File: src/hdl/itp_pkg.sv
// ----------------------------------------------------------------------------
// itp_pkg
// shared types, character constants and operator helpers of the infix to
// postfix converter
// ----------------------------------------------------------------------------
package itp_pkg;

	typedef logic [2:0] op_code_t;
	typedef logic [1:0] act_kind_t;
	typedef logic [1:0] err_code_t;

	// operator stack codes
	localparam op_code_t OP_OPEN = 3'd0;
	localparam op_code_t OP_ADD  = 3'd1;
	localparam op_code_t OP_SUB  = 3'd2;
	localparam op_code_t OP_MUL  = 3'd3;
	localparam op_code_t OP_DIV  = 3'd4;

	// what the stack does for an item
	localparam act_kind_t ACT_NONE  = 2'd0;
	localparam act_kind_t ACT_OPEN  = 2'd1;
	localparam act_kind_t ACT_CLOSE = 2'd2;
	localparam act_kind_t ACT_OP    = 2'd3;

	// result error codes
	localparam err_code_t ERR_NONE      = 2'd0;
	localparam err_code_t ERR_FULL      = 2'd1;
	localparam err_code_t ERR_UNMATCHED = 2'd2;

	localparam logic [7:0] CH_ADD   = 8'h2B;
	localparam logic [7:0] CH_SUB   = 8'h2D;
	localparam logic [7:0] CH_MUL   = 8'h2A;
	localparam logic [7:0] CH_DIV   = 8'h2F;
	localparam logic [7:0] CH_OPEN  = 8'h28;
	localparam logic [7:0] CH_CLOSE = 8'h29;
	localparam logic [7:0] CH_US    = 8'h5F;
	localparam logic [7:0] CH_SPACE = 8'h20;
	localparam logic [7:0] CH_ZERO  = 8'h30;
	localparam logic [7:0] CH_NINE  = 8'h39;
	localparam logic [7:0] CH_UC_A  = 8'h41;
	localparam logic [7:0] CH_UC_Z  = 8'h5A;
	localparam logic [7:0] CH_LC_A  = 8'h61;
	localparam logic [7:0] CH_LC_Z  = 8'h7A;
	localparam logic [7:0] CH_NULL  = 8'h00;

	// sequencer to output stage
	typedef struct packed {
		logic      start;     // new item accepted
		logic      emit;      // ch is one more postfix character
		logic [7:0] ch;
		logic      fin;       // item finished, close its results
		logic      end_expr;
		err_code_t err;
	} emit_t;

	function automatic logic is_alnum(input logic [7:0] c);
		return (c >= CH_ZERO && c <= CH_NINE) || (c >= CH_UC_A && c <= CH_UC_Z) ||
			(c >= CH_LC_A && c <= CH_LC_Z);
	endfunction

	function automatic logic [7:0] code_char(input op_code_t code);
		logic [7:0] c;
		unique case (code)
			OP_ADD:  c = CH_ADD;
			OP_SUB:  c = CH_SUB;
			OP_MUL:  c = CH_MUL;
			OP_DIV:  c = CH_DIV;
			default: c = CH_OPEN;
		endcase
		return c;
	endfunction

	function automatic logic [1:0] op_rank(input op_code_t code);
		logic [1:0] r;
		unique case (code)
			OP_ADD, OP_SUB: r = 2'd1;
			OP_MUL, OP_DIV: r = 2'd2;
			default:        r = 2'd0;
		endcase
		return r;
	endfunction

	function automatic op_code_t char_code(input logic [7:0] c);
		op_code_t code;
		unique case (c)
			CH_ADD:  code = OP_ADD;
			CH_SUB:  code = OP_SUB;
			CH_MUL:  code = OP_MUL;
			CH_DIV:  code = OP_DIV;
			default: code = OP_OPEN;
		endcase
		return code;
	endfunction

endpackage

File: src/hdl/itp_if.sv
// ----------------------------------------------------------------------------
// itp_if
// valid/ready channels of the converter: infix characters in, postfix out
// ----------------------------------------------------------------------------
interface itp_in_if;
	logic       valid;
	logic       ready;
	logic [7:0] in_char;
	logic       end_of_expression;

	modport source (output valid, output in_char, output end_of_expression, input ready);
	modport sink   (input valid, input in_char, input end_of_expression, output ready);
endinterface

interface itp_out_if;
	logic       valid;
	logic       ready;
	logic [7:0] out_char;
	logic       char_valid;
	logic       run_last;
	logic       expr_done;
	logic [1:0] error_code;

	modport source (output valid, output out_char, output char_valid, output run_last,
		output expr_done, output error_code, input ready);
	modport sink   (input valid, input out_char, input char_valid, input run_last,
		input expr_done, input error_code, output ready);
endinterface

File: src/hdl/itp_ram.sv
// ----------------------------------------------------------------------------
// itp_ram
// generic single write port, single read port ram with registered read
// ----------------------------------------------------------------------------
module itp_ram #(
	parameter int WIDTH = 8,
	parameter int DEPTH = 16
) (
	input  logic                     clk,
	input  logic                     we,
	input  logic [$clog2(DEPTH)-1:0] waddr,
	input  logic [WIDTH-1:0]         wdata,
	input  logic                     re,
	input  logic [$clog2(DEPTH)-1:0] raddr,
	output logic [WIDTH-1:0]         rdata
);

	logic [WIDTH-1:0] mem [DEPTH];

	always_ff @(posedge clk) begin
		if (we) begin
			mem[waddr] <= wdata;
		end
		if (re) begin
			rdata <= mem[raddr];
		end
	end

endmodule

File: src/hdl/itp_out_stage.sv
// ----------------------------------------------------------------------------
// itp_out_stage
// one-character lookahead and output register; marks the last result of an
// item and caps the result count
// ----------------------------------------------------------------------------
module itp_out_stage import itp_pkg::*; #(
	parameter int STACK_DEPTH = 16
) (
	input  logic              clk,
	input  logic              arst_n,
	input  emit_t             emit,
	output logic              adv,
	itp_out_if.source         postfix
);

	localparam int MAX_RES = 2 * STACK_DEPTH + 1;
	localparam int GW      = $clog2(MAX_RES + 1);

	logic          valid_q;
	logic          pend_v_q;
	logic [7:0]    pend_q;
	logic [GW-1:0] gen_q;

	logic          take_char;
	logic          load;
	logic [7:0]    ld_char;
	logic          ld_cv;
	logic          ld_last;
	logic          ld_done;

	logic [7:0]    out_char_q;
	logic          char_valid_q;
	logic          run_last_q;
	logic          expr_done_q;
	err_code_t     error_code_q;

	assign adv       = !valid_q || postfix.ready;
	assign take_char = emit.emit && (gen_q < GW'(MAX_RES));

	always_comb begin
		load    = 1'b0;
		ld_char = pend_q;
		ld_cv   = 1'b1;
		ld_last = 1'b0;
		ld_done = 1'b0;
		if (take_char && pend_v_q) begin
			load = 1'b1;
		end else if (emit.fin) begin
			if (pend_v_q) begin
				load    = 1'b1;
				ld_last = 1'b1;
				ld_done = emit.end_expr;
			end else if (emit.err != ERR_NONE || emit.end_expr) begin
				// marker result, nothing written for this item
				load    = 1'b1;
				ld_char = CH_NULL;
				ld_cv   = 1'b0;
				ld_last = 1'b1;
				ld_done = emit.end_expr;
			end
		end
	end

	always_ff @(posedge clk or negedge arst_n) begin
		if (!arst_n) begin
			valid_q  <= 1'b0;
			pend_v_q <= 1'b0;
			gen_q    <= '0;
		end else begin
			if (load) begin
				valid_q <= 1'b1;
			end else if (postfix.ready) begin
				valid_q <= 1'b0;
			end
			if (take_char) begin
				pend_v_q <= 1'b1;
				gen_q    <= gen_q + GW'(1);
			end else if (emit.fin) begin
				pend_v_q <= 1'b0;
			end
			if (emit.start) begin
				gen_q <= '0;
			end
		end
	end

	always_ff @(posedge clk) begin
		if (take_char) begin
			pend_q <= emit.ch;
		end
		if (load) begin
			out_char_q   <= ld_char;
			char_valid_q <= ld_cv;
			run_last_q   <= ld_last;
			expr_done_q  <= ld_done;
			error_code_q <= emit.err;
		end
	end

	assign postfix.valid      = valid_q;
	assign postfix.out_char   = out_char_q;
	assign postfix.char_valid = char_valid_q;
	assign postfix.run_last   = run_last_q;
	assign postfix.expr_done  = expr_done_q;
	assign postfix.error_code = error_code_q;

endmodule

File: src/hdl/itp_seq.sv
// ----------------------------------------------------------------------------
// itp_seq
// per-item sequencer: operand handling, operator stack push, pop and flush
// against the stack ram, top of stack cached in a register
// ----------------------------------------------------------------------------
module itp_seq import itp_pkg::*; #(
	parameter int STACK_DEPTH = 16
) (
	input  logic                   clk,
	input  logic                   arst_n,
	itp_in_if.sink                 expr,
	input  logic                   adv,
	output emit_t                  emit,
	output logic                   ram_we,
	output logic [$clog2(STACK_DEPTH)-1:0] ram_waddr,
	output op_code_t               ram_wdata,
	output logic                   ram_re,
	output logic [$clog2(STACK_DEPTH)-1:0] ram_raddr,
	input  op_code_t               ram_rdata
);

	localparam int AW = $clog2(STACK_DEPTH);
	localparam int CW = $clog2(STACK_DEPTH + 1);

	localparam logic [3:0] ST_IDLE  = 4'd0;
	localparam logic [3:0] ST_LEAD  = 4'd1;
	localparam logic [3:0] ST_SPACE = 4'd2;
	localparam logic [3:0] ST_ACT   = 4'd3;
	localparam logic [3:0] ST_POPC  = 4'd4;
	localparam logic [3:0] ST_POPS  = 4'd5;
	localparam logic [3:0] ST_REFR  = 4'd6;
	localparam logic [3:0] ST_END   = 4'd7;
	localparam logic [3:0] ST_FIN   = 4'd8;

	logic [3:0]    state_q;
	logic [CW-1:0] count_q;
	logic [CW-1:0] paren_q;
	op_code_t      top_q;
	logic          in_operand_q;
	logic          unary_q;
	logic          end_q;
	act_kind_t     kind_q;
	op_code_t      code_q;
	err_code_t     err_q;
	logic [7:0]    lead_q;
	logic          zero_q;
	logic          handled_q;
	logic          endsp_q;
	logic          flush_q;

	logic          accept;
	logic [7:0]    c;
	logic          d_handled;
	logic          d_closes;
	logic          d_zero;
	act_kind_t     d_kind;
	op_code_t      d_code;
	err_code_t     d_err;
	logic [7:0]    d_lead;
	logic          full;
	logic          pop_go;
	logic          push_go;
	logic          drop_go;
	logic [CW-1:0] rd_idx;

	assign full   = (count_q == CW'(STACK_DEPTH));
	assign rd_idx = count_q - CW'(2);
	assign expr.ready = (state_q == ST_IDLE) || (state_q == ST_FIN && adv);
	assign accept = expr.valid && expr.ready;

	// decode of the incoming character against the current state
	always_comb begin
		c         = expr.in_char;
		d_handled = in_operand_q ? (is_alnum(c) || c == CH_US) : is_alnum(c);
		d_closes  = in_operand_q && !d_handled;
		d_zero    = !d_handled && c == CH_SUB && unary_q;
		d_code    = char_code(c);
		d_kind    = ACT_NONE;
		if (!d_handled) begin
			priority if (c == CH_OPEN) begin
				d_kind = ACT_OPEN;
			end else if (c == CH_CLOSE) begin
				d_kind = ACT_CLOSE;
			end else if (c == CH_ADD || c == CH_SUB || c == CH_MUL || c == CH_DIV) begin
				d_kind = ACT_OP;
			end else begin
				d_kind = ACT_NONE;
			end
		end
		d_err = ERR_NONE;
		unique case (d_kind)
			ACT_OPEN:  d_err = full ? ERR_FULL : ERR_NONE;
			ACT_CLOSE: d_err = (paren_q == '0) ? ERR_UNMATCHED : ERR_NONE;
			// a full stack only takes the push if at least one pop comes first
			ACT_OP:    d_err = (full && op_rank(top_q) < op_rank(d_code)) ? ERR_FULL : ERR_NONE;
			default:   d_err = ERR_NONE;
		endcase
		priority if (d_handled) begin
			d_lead = c;
		end else if (d_closes) begin
			d_lead = CH_SPACE;
		end else begin
			d_lead = CH_ZERO;
		end
	end

	always_comb begin
		pop_go = (count_q != '0) && ((kind_q == ACT_CLOSE) ? (top_q != OP_OPEN) :
			(kind_q == ACT_OP && op_rank(top_q) >= op_rank(code_q)));
		push_go = !pop_go && (kind_q == ACT_OPEN || kind_q == ACT_OP) && !full;
		drop_go = !pop_go && kind_q == ACT_CLOSE && count_q != '0;
	end

	always_comb begin
		emit          = '0;
		emit.start    = accept;
		emit.err      = err_q;
		emit.end_expr = end_q;
		emit.ch       = CH_SPACE;
		ram_we        = 1'b0;
		ram_waddr     = count_q[AW-1:0];
		ram_wdata     = code_q;
		ram_re        = 1'b0;
		ram_raddr     = rd_idx[AW-1:0];
		unique case (state_q)
			ST_LEAD: begin
				emit.emit = adv;
				emit.ch   = lead_q;
			end
			ST_SPACE: begin
				emit.emit = adv;
			end
			ST_ACT: begin
				ram_we = (state_q == ST_ACT) && push_go;
				ram_re = drop_go && count_q > CW'(1);
			end
			ST_POPC: begin
				emit.emit = adv;
				emit.ch   = code_char(top_q);
				ram_re    = adv && count_q > CW'(1);
			end
			ST_POPS: begin
				emit.emit = adv;
			end
			ST_END: begin
				emit.emit = adv && endsp_q;
			end
			ST_FIN: begin
				emit.fin = adv;
			end
			default: begin
			end
		endcase
	end

	always_ff @(posedge clk or negedge arst_n) begin
		if (!arst_n) begin
			state_q      <= ST_IDLE;
			count_q      <= '0;
			paren_q      <= '0;
			in_operand_q <= 1'b0;
			unary_q      <= 1'b1;
			flush_q      <= 1'b0;
		end else if (accept) begin
			in_operand_q <= d_handled && !expr.end_of_expression;
			unary_q      <= (c == CH_OPEN) || expr.end_of_expression;
			flush_q      <= 1'b0;
			state_q      <= (d_handled || d_closes || d_zero) ? ST_LEAD : ST_ACT;
		end else begin
			unique case (state_q)
				ST_IDLE: begin
				end
				ST_LEAD: begin
					if (adv) begin
						priority if (zero_q) begin
							state_q <= ST_SPACE;
						end else if (handled_q) begin
							state_q <= end_q ? ST_END : ST_FIN;
						end else begin
							state_q <= ST_ACT;
						end
					end
				end
				ST_SPACE: begin
					if (adv) begin
						state_q <= ST_ACT;
					end
				end
				ST_ACT: begin
					priority if (pop_go) begin
						state_q <= ST_POPC;
					end else if (push_go) begin
						count_q <= count_q + CW'(1);
						if (code_q == OP_OPEN) begin
							paren_q <= paren_q + CW'(1);
						end
						state_q <= end_q ? ST_END : ST_FIN;
					end else if (drop_go) begin
						// matching open paren leaves the stack unwritten
						count_q <= count_q - CW'(1);
						paren_q <= paren_q - CW'(1);
						state_q <= ST_REFR;
					end else begin
						state_q <= end_q ? ST_END : ST_FIN;
					end
				end
				ST_POPC: begin
					if (adv) begin
						count_q <= count_q - CW'(1);
						if (top_q == OP_OPEN) begin
							paren_q <= paren_q - CW'(1);
						end
						state_q <= ST_POPS;
					end
				end
				ST_POPS: begin
					if (adv) begin
						priority if (!flush_q) begin
							state_q <= ST_ACT;
						end else if (count_q != '0) begin
							state_q <= ST_POPC;
						end else begin
							state_q <= ST_FIN;
						end
					end
				end
				ST_REFR: begin
					state_q <= end_q ? ST_END : ST_FIN;
				end
				ST_END: begin
					if (adv) begin
						flush_q <= 1'b1;
						state_q <= (count_q != '0) ? ST_POPC : ST_FIN;
					end
				end
				ST_FIN: begin
					if (adv) begin
						state_q <= ST_IDLE;
					end
				end
				default: begin
					state_q <= ST_IDLE;
				end
			endcase
		end
	end

	// item context and cached top of stack
	always_ff @(posedge clk) begin
		if (accept) begin
			end_q     <= expr.end_of_expression;
			kind_q    <= d_kind;
			code_q    <= d_code;
			err_q     <= d_err;
			lead_q    <= d_lead;
			zero_q    <= d_zero;
			handled_q <= d_handled;
			endsp_q   <= d_handled && expr.end_of_expression;
		end
		if (ram_we) begin
			top_q <= code_q;
		end else if ((state_q == ST_POPS && adv) || state_q == ST_REFR) begin
			top_q <= ram_rdata;
		end
	end

endmodule

File: src/hdl/infix_to_postfix_converter.sv
// ----------------------------------------------------------------------------
// infix_to_postfix_converter
// shunting-yard conversion of infix characters to postfix characters with an
// operator stack held in a synchronous ram
// ----------------------------------------------------------------------------
//
// channel   role    items                 payload
// expr      sink    infix characters      in_char, end_of_expression
// postfix   source  postfix characters    out_char, char_valid, run_last,
//                                         expr_done, error_code
//
// an end of expression flushes every stack entry; the stack ram read for the
// next top of stack hides under the two characters written per pop
// reset clears the stack count and the operand flag and sets the unary flag;
// the stack ram itself is not cleared, only entries below the count are ever read
// a stalled postfix side holds the sequencer; one result waits in the output
// register while the next is prepared in the lookahead register
//
module infix_to_postfix_converter import itp_pkg::*; #(
	parameter int STACK_DEPTH = 16
) (
	input  logic       clk,
	input  logic       arst_n,
	itp_in_if.sink     expr,
	itp_out_if.source  postfix
);

	localparam int AW = $clog2(STACK_DEPTH);

	emit_t          emit;
	logic           adv;
	logic           ram_we;
	logic [AW-1:0]  ram_waddr;
	op_code_t       ram_wdata;
	logic           ram_re;
	logic [AW-1:0]  ram_raddr;
	op_code_t       ram_rdata;

	// control: decode, push, pop walk and flush
	itp_seq #(
		.STACK_DEPTH (STACK_DEPTH)
	) u_seq (
		.clk       (clk),
		.arst_n    (arst_n),
		.expr      (expr),
		.adv       (adv),
		.emit      (emit),
		.ram_we    (ram_we),
		.ram_waddr (ram_waddr),
		.ram_wdata (ram_wdata),
		.ram_re    (ram_re),
		.ram_raddr (ram_raddr),
		.ram_rdata (ram_rdata)
	);

	// operator stack, one 3-bit code per entry
	itp_ram #(
		.WIDTH ($bits(op_code_t)),
		.DEPTH (STACK_DEPTH)
	) u_stack (
		.clk   (clk),
		.we    (ram_we),
		.waddr (ram_waddr),
		.wdata (ram_wdata),
		.re    (ram_re),
		.raddr (ram_raddr),
		.rdata (ram_rdata)
	);

	// lookahead for the last-result mark, output register
	itp_out_stage #(
		.STACK_DEPTH (STACK_DEPTH)
	) u_out (
		.clk     (clk),
		.arst_n  (arst_n),
		.emit    (emit),
		.adv     (adv),
		.postfix (postfix)
	);

endmodule

File: src/flat_wrapper.sv
// flat-port wrapper written by rule: the top's interface ports become plain ports
module infix_to_postfix_converter_flat import itp_pkg::*;
#(
	parameter int STACK_DEPTH = 16
)
  (clk, arst_n, expr_valid, expr_in_char, expr_end_of_expression, expr_ready, postfix_valid, postfix_out_char, postfix_char_valid, postfix_run_last, postfix_expr_done, postfix_error_code, postfix_ready);
  itp_in_if expr_i ();
  itp_out_if postfix_i ();
  input  logic clk;
  input  logic arst_n;
  input wire logic [$bits(expr_i.valid)-1:0] expr_valid;
  input wire logic [$bits(expr_i.in_char)-1:0] expr_in_char;
  input wire logic [$bits(expr_i.end_of_expression)-1:0] expr_end_of_expression;
  output wire logic [$bits(expr_i.ready)-1:0] expr_ready;
  output wire logic [$bits(postfix_i.valid)-1:0] postfix_valid;
  output wire logic [$bits(postfix_i.out_char)-1:0] postfix_out_char;
  output wire logic [$bits(postfix_i.char_valid)-1:0] postfix_char_valid;
  output wire logic [$bits(postfix_i.run_last)-1:0] postfix_run_last;
  output wire logic [$bits(postfix_i.expr_done)-1:0] postfix_expr_done;
  output wire logic [$bits(postfix_i.error_code)-1:0] postfix_error_code;
  input wire logic [$bits(postfix_i.ready)-1:0] postfix_ready;
  assign expr_i.valid = expr_valid;
  assign expr_i.in_char = expr_in_char;
  assign expr_i.end_of_expression = expr_end_of_expression;
  assign expr_ready = expr_i.ready;
  assign postfix_valid = postfix_i.valid;
  assign postfix_out_char = postfix_i.out_char;
  assign postfix_char_valid = postfix_i.char_valid;
  assign postfix_run_last = postfix_i.run_last;
  assign postfix_expr_done = postfix_i.expr_done;
  assign postfix_error_code = postfix_i.error_code;
  assign postfix_i.ready = postfix_ready;
  infix_to_postfix_converter #(.STACK_DEPTH(STACK_DEPTH)) u_core (.clk(clk), .arst_n(arst_n), .expr(expr_i), .postfix(postfix_i));
endmodule
File: config.mk
export PLATFORM = sky130hd
export DESIGN_NAME = infix_to_postfix_converter_flat
export DESIGN_NICKNAME = d
export VERILOG_FILES = /design/src/hdl/itp_pkg.sv /design/src/hdl/itp_if.sv /design/src/hdl/itp_ram.sv /design/src/hdl/itp_out_stage.sv /design/src/hdl/itp_seq.sv /design/src/hdl/infix_to_postfix_converter.sv /design/src/flat_wrapper.sv
export SDC_FILE = /design/constraint.sdc
export NUM_CORES = 1
export LEC_CHECK = 0
export BUFFER_PORTS_ARGS = -buffer_cell sky130_fd_sc_hd__buf_2
export CAP_MARGIN = 20
export CORE_UTILIZATION = 45
export DETAILED_ROUTE_END_ITERATION = 7
export PLACE_DENSITY = 0.73
export SYNTH_ARGS = -nofsm -noshare
export SYNTH_HDL_FRONTEND = slang
export SYNTH_HIERARCHICAL = 1
export SYNTH_SLANG_ARGS = --single-unit
export TNS_END_PERCENT = 10
File: constraint.sdc
create_clock -name clk -period 3.55 [get_ports clk]
set_input_delay 0.71 -clock clk [delete_from_list [all_inputs] [get_ports clk]]
set_output_delay 0.71 -clock clk [all_outputs]
set_load 0.01 [all_outputs]
# After elaboration in Yosys (flattened, before gate mapping)

Memories as Yosys holds them, arrays and structs flattened. A register that Yosys moved wholly into a read port is not among the register bits.
Cells that the tools add are included.
W data, S select, Z words.

Bits in registers: 68
Bits in writable memories: 48
Input bits: 13
Output and inout port bits: 15
Word-level logic and storage cells: 236
Memories: 1

Memories:

| memory             | depth | bits a word | rd ports | clocked after Yosys merged registers in | write ports | RTL line      | text |
|---|---|---|---|---|---|---|---|
| u_core.u_stack.mem | 16    | 3           | 1        | 1                                       | 1           | itp_ram.sv:18 | `logic [WIDTH-1:0] mem [DEPTH];` |

$add $sub $neg: 6
Magnitude comparators: 10
Equality and inequality tests: 46
Muxes and demuxes: 77
Bitwise gates (word level): 2
Reductions and logical operators: 70

Operator list:

| cell                  | count |
|---|---|
| $mux W4               | 15 |
| $mux W5               | 11 |
| $eq A8 B6 Y1 const B  | 6 |
| $mux W8               | 5 |
| $pmux W4 S9           | 1 |
| $logic_and A1 B1 Y1   | 24 |
| $pmux W3 S4           | 2 |
| $mux W1               | 22 |
| $ne A3 B3 Y1 const B  | 7 |
| $pmux W5 S2           | 2 |
| $eq A3 B2 Y1 const B  | 6 |
| $eq A4 B3 Y1 const B  | 4 |
| $ge A8 B7 Y1 const B  | 2 |
| $le A8 B7 Y1 const B  | 2 |
| $mux W2               | 8 |
| $pmux W8 S2           | 1 |
| $reduce_bool A2 Y1    | 8 |
| $logic_or A1 B1 Y1    | 14 |
| $reduce_and A7 Y1     | 2 |
| $reduce_or A2 Y1      | 7 |
| $mux W6               | 2 |
| $pmux W2 S2           | 3 |
| $add A5 B1 Y5 const B | 2 |
| $sub A5 B1 Y5 const B | 2 |
| 33 further kinds      | 53 |

# Logic depth before layout (Yosys ltp)

Depth in word-level cells: 15
Gate-level depth with buffers: 12
Gate-level depth less buffers: 12

# By module

The synthesis kept the hierarchy.

Modules (own cells, without submodules):

| module        | times used | cells each | area an instance (µm²) |
|---|---|---|---|
| itp_seq       | 1          | 301        | 2782.7 |
| itp_ram       | 1          | 103        | 2042.0 |
| itp_out_stage | 1          | 85         | 1213.7 |

# Least setup slack after synthesis

Ideal clock, no wire load.

Path kind: register to register
From: register u_core.u_seq.code_q[0], in the netlist u_core/u_seq/ram_wdata[0]
To: memory u_core/u_stack/mem[0][0] (netlist bit), enable pin
Library setup time: 0.345 ns
Arrival: 2.783 ns
Required time: 3.205 ns
Setup slack: 0.422 ns
Cell stages (with the launch flop): 12
Clock period less this slack: 3.128 ns
Cell sequence: edfxtp_1 -> xnor2_1 -> nor2_1 -> ha_1 -> nand2b_1 -> a21oi_1 -> nor2_2 -> nor2_1 -> nand2_1 -> inv_1 -> or3b_2 -> nor3_1

Cells in the longest elaborated chain, start to end: 14
Elaborated cells between the ends (all ways): 18
Those cells by class: 1 x order compare; 4 x eq/ne; 5 x mux; 8 x reduce/logical

RTL lines:

| item                                  | RTL line                         | text |
|---|---|---|
| start: declaration                    | itp_seq.sv:43                    | `op_code_t code_q;` |
| start signal: assignment              | itp_seq.sv:253                   | `code_q <= d_code;` |
| $eq A3 B2 Y1 (tied with other cells)  | itp_pkg.sv:75                    | `unique case (code)` |
| $reduce_or A2 Y1                      | itp_pkg.sv:75                    |  |
| $pmux W2 S2 (*)                       | itp_pkg.sv:75                    |  |
| $ge A2 B2 Y1 (*)                      | itp_seq.sv:109                   | `(kind_q == ACT_OP && op_rank(top_q) >= op_rank(code_q)));` |
| $logic_and A1 B1 Y1 (*)               | itp_seq.sv:109                   |  |
| $mux W1 (*)                           | itp_seq.sv:108                   | `pop_go = (count_q != '0) && ((kind_q == ACT_CLOSE) ? (top_q != OP_OPEN) :` |
| $logic_and A1 B1 Y1 (*)               | itp_seq.sv:108                   |  |
| $logic_not A1 Y1 (*)                  | itp_seq.sv:110                   | `push_go = !pop_go && (kind_q == ACT_OPEN \|\| kind_q == ACT_OP) && !full;` |
| $logic_and A1 B1 Y1 (*) (2 in series) | itp_seq.sv:110                   |  |
| $logic_and A1 B1 Y1 (*)               | itp_seq.sv:134                   | `ram_we = (state_q == ST_ACT) && push_go;` |
| $mux W1 (*)                           | itp_seq.sv:125                   | `unique case (state_q)` |
| via u_core.ram_we                     | infix_to_postfix_converter.sv:32 | `logic ram_we;` |
| $mux W1 (*)                           | itp_ram.sv:21                    | `if (we) begin` |
| $mux W1 (not written as such) (*)     | itp_ram.sv:22                    | `mem[waddr] <= wdata;` |
| end: declaration                      | itp_ram.sv:18                    |  |

The timed path passes the listed nets; every way through them passes the cells marked *.

# Worst setup path in the final report

From: register u_core.u_seq.top_q[1]
To: memory u_core/u_stack/mem[0][1] (netlist bit), enable pin

Cells in the longest elaborated chain, start to end: 14
Elaborated cells between the ends (all ways): 19
Those cells by class: 1 x order compare; 4 x eq/ne; 5 x mux; 9 x reduce/logical

RTL lines:

| item                                  | RTL line                         | text |
|---|---|---|
| start: declaration                    | itp_seq.sv:38                    | `op_code_t top_q;` |
| start signal: assignment              | itp_seq.sv:261                   | `top_q <= code_q;` |
| start signal: assignment              | itp_seq.sv:263                   | `top_q <= ram_rdata;` |
| $eq A3 B3 Y1 (tied with other cells)  | itp_pkg.sv:75                    |  |
| $reduce_or A2 Y1                      | itp_pkg.sv:75                    |  |
| $pmux W2 S2                           | itp_pkg.sv:75                    |  |
| $ge A2 B2 Y1                          | itp_seq.sv:109                   |  |
| $logic_and A1 B1 Y1                   | itp_seq.sv:109                   |  |
| $mux W1 (*)                           | itp_seq.sv:108                   |  |
| $logic_and A1 B1 Y1 (*)               | itp_seq.sv:108                   |  |
| $logic_not A1 Y1 (*)                  | itp_seq.sv:110                   |  |
| $logic_and A1 B1 Y1 (*) (2 in series) | itp_seq.sv:110                   |  |
| $logic_and A1 B1 Y1 (*)               | itp_seq.sv:134                   |  |
| $mux W1 (*)                           | itp_seq.sv:125                   |  |
| via u_core.ram_we                     | infix_to_postfix_converter.sv:32 |  |
| $mux W1 (*)                           | itp_ram.sv:21                    |  |
| $mux W1 (not written as such) (*)     | itp_ram.sv:22                    |  |

Marked as above.

==> impl_results.md <==
- Outcome: finished, final reports clean
- Avg Cell Area, Syn: ~12 µm²
- Cell area after synthesis: 6040 µm²
- Residual DRC: 0
- Design Power: 6.03 mW
- Clock transition at the registers of the reported paths: approximately 0.06 ns
- Worst-case clock skew: between 0.009 and 0.01 ns
- Gr usage total: 18.1%
- Power per Cell Area: approximately 870 nW/µm²
- Synthesis-to-finish area growth: 15.2%
- Die height: between 100 and 150 µm
- Routed Antenna Nets: 0
- Vias in the first global route: ~3900
- Post-detail-place hpwl: just under 8 mm
- WS Path Type: register to register
- Die footprint: 13900 µm²
- Pins Over Slew Limit: 0
- Initial Util: about 47%
- Via count: roughly 4000
- Post-synthesis sequential area ratio: around 57%
- Count of different cell masters after synthesis: 76
- GP Congestion: 0.981
- Critical Path End Type: register
- Post-CTS Setup Bufs: 0
- Worst-Margin Slew: between 0.8 and 0.9 ns
- Crit path max fanout: 5
- Post-cts hold buffer count: 0
- Slowest stage delay, CP: roughly 0.5 ns
- Hold crit path type: input pin to async pin
- Worst setup slack after layout: between 0.2 and 0.25 ns
- Critical-path top delay cell: or3b_2
- Highest clock rate: around 300 MHz
- Post-CTS resize count: 0
- Post-synth EDFFs: 94
- CP delay by family, top: simple AND/OR/NAND/NOR gates
- 1st-iter DRT viols: approximately 310
- Synth warn: 6
- Final WL: 12.0 mm
- Initial antenna violation count: 0
- Routed vias/inst: between 5 and 6
- Worst endpoint required time: ~3.6 ns
- Die X: roughly 120 µm
- Setup_tns: 0 ns
- Bufs on Longest Clock Path: 2
- Core area: about 13000 µm²
- DR pass1 iterations: 5
- Cell count after synthesis: between 400 and 500
- Total clock sinks: between 100 and 150
- Buffers and inverters on the worst path: 1
- Syn Nets: between 500 and 600
- Critical path, cell by cell: nor3b_1, a21o_1, ha_1, a21oi_1, nor2_2, nor2_1, nand2_1, inv_1, or3b_2, nor3_1
- Final setup vio count: 0
- RSZ-0062 raised after global routing: no
- Async S/R FF share, synth: around a fifth
- Seq cells post-synth: between 100 and 150
- Num CTS Buffers: 17
- First-pass GRT wire length: ~19 mm
- Dpl cells: about 670
- Max-Slew Margin vs Limit: around 44%
- H-tree Lvls: 4
- Fin crit share: between 90% and 100%
- Util after Layout: a little over half
- Inserted Diodes: 0
- # nets final: between 500 and 600
- Root buffer cell: clkbuf_16
- Worst skew pair latency: 0.41 ns
- Worst Setup Slack post-DPL: 0.276 ns
- # IOs: 28
- Filler Cells Inserted: 1047
- Commonest non-fill, non-tap cell in the layout: edfxtp_1
- Crit start category: register
- Leakage: around 2.6 nW
- Max-cap check violation count: 0
- CTS tree: done
- Largest net degree at the start of global routing: 26
- Fin. Hold Viols: 0
- Final Critical Period: 3.34 ns
- Most frequent cells in the layout: edfxtp_1 (94), nor2_1 (51), nand2_1 (33)
- Quantity of I/O buffers inserted on ports: 27
- Most common flop cell mapped by yosys: edfxtp_1
- Final cell count without fillers: roughly 700
- Avg WL per Cell: approximately 17 µm
- Row count: 41
- GR Overflow Total: 0
- Worst IR Drop VDD: approximately 0.6 mV
- Share of cells above drive strength 1: a little under a fifth
- Arr. time, crit path: ~3.4 ns
[power by group]
part / internal (mW) / switching [mW]
Sequential: 1.93 / 0.260
Clock: 1.25 / 0.634
Combinational: 0.801 / 1.15
Total: 3.98 / 2.05
[worst reg2reg max path, delay by kind of cell (launching register included)]
kind / cells / cell delay (ns)
adder cells (fa/ha/maj): 1 / 0.25
flip-flops: 1 / 0.46
AO/OA/AOI/OAI: 2 / 0.39
AND/OR/NAND/NOR: 6 / 1.73
buffers and inverters: 1 / 0.17
[per-stage QoR]
stage / area [µm²] / hold slack, ns
after floorplan: 6040 / 0.414
after global placement: 6310 / 0.464
after detailed placement: 6310 / 0.481
after CTS: 6960 / 0.314
after global routing: 6960 / 0.329
final: 6960 / 0.297
[cell usage after synthesis, types with 6 or more instances]
cell / n / area, µm²
xnor2_1: 11 / 96.3
nor2b_1: 25 / 156
nand3_1: 18 / 90.1
a21oi_1: 18 / 90.1
nand2_1: 33 / 124
ha_1: 14 / 175
buf_4: 7 / 52.6
edfxtp_1: 94 / 2820
nand2b_1: 10 / 62.6
mux4_1: 8 / 210
nor2_1: 51 / 191
clkbuf_1: 7 / 26.3
dfrtp_1: 24 / 601
o22ai_1: 6 / 37.5
inv_1: 19 / 71.3
o21ai_0: 15 / 75.1
nor3b_1: 6 / 45.0
nor3_1: 10 / 50.1
and3_1: 9 / 56.3
buf_2: 8 / 40.0
[flip-flops by register name, indices dropped and copies added (netlist names), 2 cells and up]
signal / flops
u_core/u_out/gen_q: 6
u_core/u_out/pend_q: 8
u_core/u_out/postfix.error_code: 2
u_core/u_out/postfix.out_char: 8
u_core/u_seq/count_q: 5
u_core/u_seq/err_q: 2
u_core/u_seq/kind_q: 2
u_core/u_seq/lead_q: 8
u_core/u_seq/paren_q: 5
u_core/u_seq/ram_wdata: 3
u_core/u_seq/state_q: 4
u_core/u_seq/top_q: 3
u_core/u_stack/mem: 48
u_core/u_stack/rdata: 3
[layout make-up]
cell class                      instances  area [µm²]  area share [%]
Clock buffer                           17         425            6.11
Sequential cell                       119        3450            49.6
Inverter                               22        82.6            1.19
Clock inverter                         15         225            3.24
Timing Repair Buffer                   37         210            3.02
Tap cell                              172         215            3.09
Multi-Input combinational cell        323        2350            33.8
[kinds of logic after synthesis]
| logic type | after synthesis | share of synthesized area [%] |
|---|---|---|
| adders and majority gates | 15 | 3.07 |
| muxes | 17 | 5.91 |
| DFF | 119 | 57.1 |
| AOI/OAI and AO/OA | 78 | 9.53 |
| xor gates and xnor gates | 16 | 2.32 |
| buffers and inverters | 47 | 3.96 |
| other | 1 | 0.0621 |
| and+or+nand+nor | 196 | 18.0 |
[routing by layer]
| layer | up-vias | GRT usage (%) | wire [µm] | share of wire [%] |
|---|---|---|---|---|
| li1 | 1871 | - | - | - |
| met4 | 0 | 7.53 | 268 | 2.2 |
| met3 | 24 | 5.57 | 684 | 5.7 |
| met2 | 135 | 30.7 | 6090 | 51 |
| met1 | 1901 | 21.1 | 4920 | 41 |
| met5 | - | 0 | 0 | 0 |
[worst paths after layout]
kind | start | slack [ns] | end | depth (start not counted)
worst max-delay path | u_core/u_seq/top_q[1] | 0.21 | u_core/u_stack/mem[0][1] | 10
worst min-delay path | arst_n | 0.30 | u_core/u_out/gen_q[1] | 1
worst max register to register | u_core/u_seq/top_q[1] | 0.21 | u_core/u_stack/mem[0][1] | 10
worst min register to register | u_core/u_seq/paren_q[4] | 0.50 | u_core/u_seq/paren_q[4] | 1
max in group asynchronous | arst_n | 2.85 | u_core/u_seq/state_q[0] | 1
min in group clk | u_core/u_seq/paren_q[4] | 0.50 | u_core/u_seq/paren_q[4] | 1
No activity file was read; power rests on OpenSTA's default activity.
